File: config.mk
export PLATFORM = sky130hd
export DESIGN_NAME = atp_sqrt_cell
export DESIGN_NICKNAME = d
export VERILOG_FILES = /design/src/rtl/core/atp_pkg.sv /design/src/rtl/core/atp_sqrt_cell.sv
export SDC_FILE = /design/constraint.sdc
export NUM_CORES = 1
export LEC_CHECK = 0
export ABC_CLOCK_PERIOD_IN_PS = 5540
export BUFFER_PORTS_ARGS = -buffer_cell sky130_fd_sc_hd__buf_2
export CAP_MARGIN = 15
export CORE_ASPECT_RATIO = 1.75
export CORE_MARGIN = 10
export CORE_UTILIZATION = 30
export DETAILED_ROUTE_END_ITERATION = 12
export MAX_ROUTING_LAYER = met4
export PLACE_DENSITY = 0.66
export SLEW_MARGIN = 20
export SYNTH_ARGS = -nofsm -noshare
export SYNTH_HDL_FRONTEND = slang
export SYNTH_SLANG_ARGS = --single-unit
File: constraint.sdc
create_clock -name clk -period 5.54 [get_ports clk]
set_clock_uncertainty 0.05 [all_clocks]
set_input_delay 1.662 -clock clk [delete_from_list [all_inputs] [get_ports clk]]
set_output_delay 1.662 -clock clk [all_outputs]
set_load 0.1 [all_outputs]
File: src/rtl/core/atp_pkg.sv
`timescale 1ns / 1ps
`default_nettype none
// ----------------------------------------------------------------------------
// atp_pkg
// shared constants and types for the accelerometer tilt pipeline
// ----------------------------------------------------------------------------
package atp_pkg;

    localparam int CordicStages = 16;
    localparam int AtanTableLen = 24;
    localparam int NumStages    = (CordicStages < AtanTableLen) ? CordicStages : AtanTableLen;

    // cordic vector width: inputs below 2^40, times 2^14, plus growth
    localparam int VW = 58;
    // fine angle width (1/65536 centidegree)
    localparam int AW = 32;

    // square root: radicand at most 2^47, result below 2^24
    localparam int SqW  = 48;
    localparam int RtW  = 24;

    localparam logic [1:0] RegZeroX = 2'd0;
    localparam logic [1:0] RegZeroY = 2'd1;
    localparam logic [1:0] RegZeroZ = 2'd2;

    localparam logic signed [AW-1:0] RightAngleFine = AW'(64'sd9000 * 64'sd65536);

    function automatic logic signed [AW-1:0] atan_fine(input int i);
        logic signed [AW-1:0] t;
        case (i)
            0: t = 32'sd294912000;  1: t = 32'sd174096719;  2: t = 32'sd91987925;
            3: t = 32'sd46694507;   4: t = 32'sd23437865;   5: t = 32'sd11730358;
            6: t = 32'sd5866610;    7: t = 32'sd2933484;    8: t = 32'sd1466764;
            9: t = 32'sd733385;     10: t = 32'sd366693;    11: t = 32'sd183346;
            12: t = 32'sd91673;     13: t = 32'sd45837;     14: t = 32'sd22918;
            15: t = 32'sd11459;     16: t = 32'sd5730;      17: t = 32'sd2865;
            18: t = 32'sd1432;      19: t = 32'sd716;       20: t = 32'sd358;
            21: t = 32'sd179;       22: t = 32'sd90;        23: t = 32'sd45;
            default: t = '0;
        endcase
        return t;
    endfunction

    // one cordic channel travelling down the cell row
    typedef struct packed {
        logic signed [VW-1:0] x;
        logic signed [VW-1:0] y;
        logic signed [AW-1:0] ang;
        logic [1:0]           special;   // 0 normal, 1 +90, 2 -90, 3 zero
    } cord_t;

    localparam logic [1:0] SpNone = 2'd0;
    localparam logic [1:0] SpPos  = 2'd1;
    localparam logic [1:0] SpNeg  = 2'd2;
    localparam logic [1:0] SpZero = 2'd3;

    // square root channel
    typedef struct packed {
        logic [SqW-1:0] rem;
        logic [RtW-1:0] root;
    } sqrt_t;

    // side data carried with each sample
    typedef struct packed {
        logic                 fault;
        logic signed [7:0]    temp;
        logic signed [15:0]   y;
        logic signed [15:0]   zy;
    } side_t;

    function automatic logic signed [VW-1:0] shr_tz(input logic signed [VW-1:0] v, input int s);
        logic [VW-1:0] m;
        m = v[VW-1] ? VW'(-v) : v;
        m = m >> s;
        return v[VW-1] ? -$signed(m) : $signed(m);
    endfunction

    // prepare a cordic channel for atan(num/den), den >= 0
    function automatic cord_t cord_init(input logic signed [41:0] num,
                                        input logic signed [41:0] den);
        cord_t c;
        c.x   = VW'(den) <<< 14;
        c.y   = VW'(num) <<< 14;
        c.ang = '0;
        if (den == 0)
            c.special = (num > 0) ? SpPos : ((num < 0) ? SpNeg : SpZero);
        else
            c.special = SpNone;
        return c;
    endfunction

    function automatic logic signed [AW-1:0] cord_angle(input cord_t c);
        logic signed [AW-1:0] a;
        case (c.special)
            SpPos:   a = RightAngleFine;
            SpNeg:   a = -RightAngleFine;
            SpZero:  a = '0;
            default: a = c.ang;
        endcase
        return a;
    endfunction

endpackage
`default_nettype wire

File: src/rtl/core/atp_sqrt_cell.sv
`timescale 1ns / 1ps
`default_nettype none
// ----------------------------------------------------------------------------
// atp_sqrt_cell
// one restoring square root step, two radicand bits per cell
// ----------------------------------------------------------------------------
module atp_sqrt_cell
    import atp_pkg::*;
(
    input  wire logic           clk,
    input  wire logic           en,
    input  wire logic [4:0]     step,
    input  wire logic [SqW-1:0] rad,
    input  wire sqrt_t          din,
    output sqrt_t               dout
);
    logic [5:0]     sh;
    logic [SqW+1:0] trial;
    logic [SqW+1:0] acc;
    sqrt_t          q_next;

    // bring down two bits and try root*4+1
    always_comb
    begin
        sh    = 6'(2 * (RtW - 1 - int'(step)));
        acc   = {din.rem, rad[sh +: 2]};
        trial = {SqW'(din.root), 2'b01};
        if (acc >= trial)
        begin
            q_next.rem  = SqW'(acc - trial);
            q_next.root = {din.root[RtW-2:0], 1'b1};
        end
        else
        begin
            q_next.rem  = SqW'(acc);
            q_next.root = {din.root[RtW-2:0], 1'b0};
        end
    end

    // advance only when the pipe moves
    always_ff @(posedge clk)
    begin
        if (en)
            dout <= q_next;
    end
endmodule
`default_nettype wire

# After elaboration in Yosys (flattened, before gate mapping)
# Cells that the tools add are included.
[word_totals]
regBits = 72
out_inout_bits = 72
wordCells = 7
input_bits = 127
[classes]
shift = 1
n_mux = 1
add_sub_neg = 2
n_lt_le_gt_ge = 1
[op_table]
columns = ["op", "count"]
rows = [
  ["two-way mux 72 bit", 1],
  [">= comparator 50 x 26 -> 1 bit", 1],
  ["variable part select 48 x 7 -> 2 bit", 1],
  ["subtractor 48 x 26 -> 48 bit", 1],
  ["subtractor 5 bit (first input constant)", 1],
]

# Logic depth before layout (Yosys ltp)
[logic_depth]
word_depth = 4
ltp_mapped = 18
mapped_depth_nobuf = 15

# Least setup slack after synthesis
# OpenSTA, ideal clock, no wires.
[synth_path]
path_kind = "input to register"
startpoint = "input port step[1]"
endpoint = "register dout[52] (netlist name) (data pin)"
cell_stages = 17
required_time_ps = 5214
setup_ps = 276
path_buffers = 3
path_slack_ps = 544
t_arrival_ps = 4670
cell_sequence = "clkbuf_1 buf_2 mux2i_1 a22oi_1 nand3_1 and3_1 clkbuf_1 ha_1 nand2b_1 a211oi_1 o21a_1 o21ai_1 nand2b_1 a21o_1 a221o_1 a2111oi_1 xor2_1"
[synth_lines]
columns = ["element", "line_no", "rtl"]
rows = [
  ["from (decl)", "atp_sqrt_cell.sv:12", "input wire logic [4:0] step,"],
  ["to (signal assigned)", "atp_sqrt_cell.sv:44", "dout <= q_next;"],
  ["to (decl)", "atp_sqrt_cell.sv:15", "output sqrt_t dout"],
]

==> results_dict.tcl <==
set metrics [dict create \
    outcome "finished clean" \
    crit_path_end_kind "flip-flop" \
    post_layout_worst_setup_margin_ps 604.6 \
    critical_path_buf_inv_count 2 \
    placement.io_buffers 198 \
    max_stage_delay_ps 580 \
    timing.max_cap.violations 0 \
    largest_registers "dout (72)" \
    cp_max_stage_cell "nor4b_4" \
    die_height_um 188.2 \
    final_slew_viol_count 0 \
    placementRows 61 \
    worst_slew_pin_slew_ps 958.1 \
    totalWireLength_mm 15.71 \
    fin_nets 836 \
    initial_core_utilization 0.3054 \
    groute.layer.met1.usage 0.1308 \
    cts.sink_count 72 \
    grt_pass1_vias 4775 \
    layout_min_cycle_time_ps 4935 \
    startpoint_type_of_the_worst_setup_path "primary input" \
    share_of_synthesized_area_occupied_by_flip_flops_and_latches 0.4459 \
    power.leakage_uw 0.002811 \
    crit_family "simple AND/OR/NAND/NOR gates" \
    postSynthAreaPerCell_um2 10.04 \
    utilization 0.4032 \
    synth-main-ff-cell "edfxtp_1" \
    dr_vias_cell 5.000 \
    cp-startpoint "step[1]" \
    grt_most_used_layer "met2" \
    avgRoutedWirePerCell_um 17.91 \
    area_of_combinational_cells_with_multiple_inputs_um2 2490 \
    synthDistinctLibCells 56 \
    max_flop_register "dout" \
    timing.hold.worst.class "in -> reg" \
    timing.setup.tns_ps 0 \
    filler_cells_inserted 1636 \
    max_fanout_on_critical_path 22 \
    cts_tree "done" \
    drcViolationCount 0 \
    grt_first_pass_wirelength_mm 24.21 \
    final_design_area_no_fill_um2 6401 \
    hpwl_after_dpl_mm 13.25 \
    syn_nets 636 \
    largest_register_ffs 72 \
    ctsHtreeMaxLevel 3 \
    final-seq-area_um2 2162 \
    final-setup-viol-count 0 \
    area_after_dpl_um2 6075 \
    syn_area_um2 4848 \
    core-area_um2 15880 \
    synth-edff-count 72 \
    cts-resized-gates 0 \
    drt_iter0_drc 142 \
    route.vias.total 4385 \
    crit_required_ps 5570 \
    die_x_um 116.1 \
    grt_setup_unrepaired "false" \
    place.gp.congestion 0.8488 \
    grt_use_met3 0.03117 \
    timing.critical_path.cells "buf_2 > buf_12 > mux2i_1 > a22oi_1 > nand3_1 > and3_1 > ha_1 > nand2b_1 > a211oi_1 > o21a_1 > o21ai_1 > o21ai_1 > nor2_4 > nor4b_4 > nand4_1 > xnor2_1" \
    worst_ir_drop_vdd_mv 0.1611 \
    fin_crit_sh 0.8909 \
    antenna_violating_nets_post_route 0 \
    count_of_antenna_diodes_in_the_layout 0 \
    max_slew_headroom 0.3612 \
    area_growth_synth_to_finish_pct 32.03 \
    antenna_found_initial 0 \
    timing_hold_violations_final 0 \
    grtUsageTotal 0.1464 \
    die_footprint_um2 21850 \
    holdBufCountCts 0 \
    yosysWarningCount 0 \
    pre_cts_ws_ps 257.7 \
    cell_seen_most_often_among_critical_path_stages "o21ai_1" \
    worst_path_arrival_ps 4960 \
    min_delay_src "din[6]" \
    grt_start_max_net_pins 73 \
    ratio_of_cells_with_drive_above_1_in_the_final_layout 0.3358 \
    drtPass1Iterations 4 \
    cts.repair_timing.setup_buffer_count 0 \
    syn_inst 483 \
    total_grt_overflow 0 \
    clkSlewWorstSetupHoldPaths_ps 70 \
    p_per_area_nw_per_um2 339.2 \
    clk_path_buf_depth 2 \
    use_met2 0.2892 \
    fmax_mhz 202.6 \
    boundaryPins 199 \
    worstSetupPathType "in -> reg" \
    async_flop_share 0 \
    clockRootBuffer "clkbuf_16" \
    synth_seq_cells 72 \
    cts_buffers 9 \
]
==> synthesized netlist by cell type (3+ instances only) <==
| library cell | number | area share |
|---|---|---|
| mux2i_1 | 21 | 0.043 |
| nand4b_1 | 4 | 0.0072 |
| o21bai_1 | 3 | 0.0046 |
| nor4_1 | 6 | 0.0077 |
| o21ai_1 | 31 | 0.032 |
| nand2_1 | 49 | 0.038 |
| ha_1 | 26 | 0.067 |
| o21ai_0 | 13 | 0.013 |
| buf_2 | 5 | 0.0052 |
| nand3_1 | 12 | 0.012 |
| edfxtp_1 | 72 | 0.45 |
| a22oi_1 | 8 | 0.012 |
| nor2b_1 | 5 | 0.0065 |
| inv_1 | 33 | 0.026 |
| nor3_1 | 11 | 0.011 |
| a21oi_1 | 31 | 0.032 |
| clkbuf_1 | 10 | 0.0077 |
| a21o_1 | 11 | 0.017 |
| or3_1 | 4 | 0.0052 |
| nand4_1 | 12 | 0.015 |
| xor2_1 | 19 | 0.034 |
| xnor2_1 | 26 | 0.047 |
| and3_1 | 3 | 0.0039 |
| nand2b_1 | 6 | 0.0077 |
| nor2_1 | 22 | 0.017 |
==> worst paths after layout <==
| path | slack, ps | to | cells after the start |
|---|---|---|---|
| worst max-delay path | 600 | dout[61]$_DFFE_PP_ | 16 |
| worst min-delay path | 1470 | dout[7]$_DFFE_PP_ | 1 |
==> metal layers <==
layer / vias to the layer above / part of all wire
met5: - / 0
met4: 0 / 0.015
met3: 11 / 0.062
met2: 155 / 0.57
met1: 2030 / 0.35
li1: 2189 / -
==> through the flow <==
stage               hold WS (ps)  std cells  power [uW]
floorplan                   1711        483        1359
global placement            1805        861        1544
detailed placement          1806        861        1548
CTS                         1456        877        2197
global route                1460        877        2257
finish                      1467        877        2171
==> power by group <==
group / internal [uW] / switching, uW
clock network: 399 / 242
registers: 677 / 13.2
logic: 184 / 655
total: 1260 / 911
==> final cells by class <==
| type | count | share of cell area |
|---|---|---|
| Multi-Input combinational cell | 361 | 0.3890 |
| Tap cell | 189 | 0.03694 |
| Timing Repair Buffer | 205 | 0.1654 |
| Clock inverter | 7 | 0.01583 |
| Sequential cell | 72 | 0.3378 |
| Inverter | 34 | 0.01994 |
| Clock buffer | 9 | 0.03518 |
==> cells by family after synthesis <==
family / after synthesis / share of synthesized area
compound gates: 121 / 0.1546
simple gates: 145 / 0.1530
xor+xnor: 45 / 0.08129
flops: 72 / 0.4459
buf+inv: 50 / 0.04155
mux: 24 / 0.05652
fa+ha+maj: 26 / 0.06710
==> cell usage in the layout, fill, tap and decap left out, drive strengths merged, types with 4 or more instances in the layout <==
cell / n
a21o: 11
a21oi: 33
a22oi: 8
buf: 205
clkbuf: 9
edfxtp: 72
ha: 26
inv: 37
mux2i: 21
nand2: 49
nand2b: 6
nand3: 12
nand4: 12
nand4b: 4
nor2: 23
nor2b: 5
nor3: 12
nor4: 6
o21ai: 44
or3: 4
xnor2: 26
xor2: 19
No activity file was read; power rests on OpenSTA's default activity.
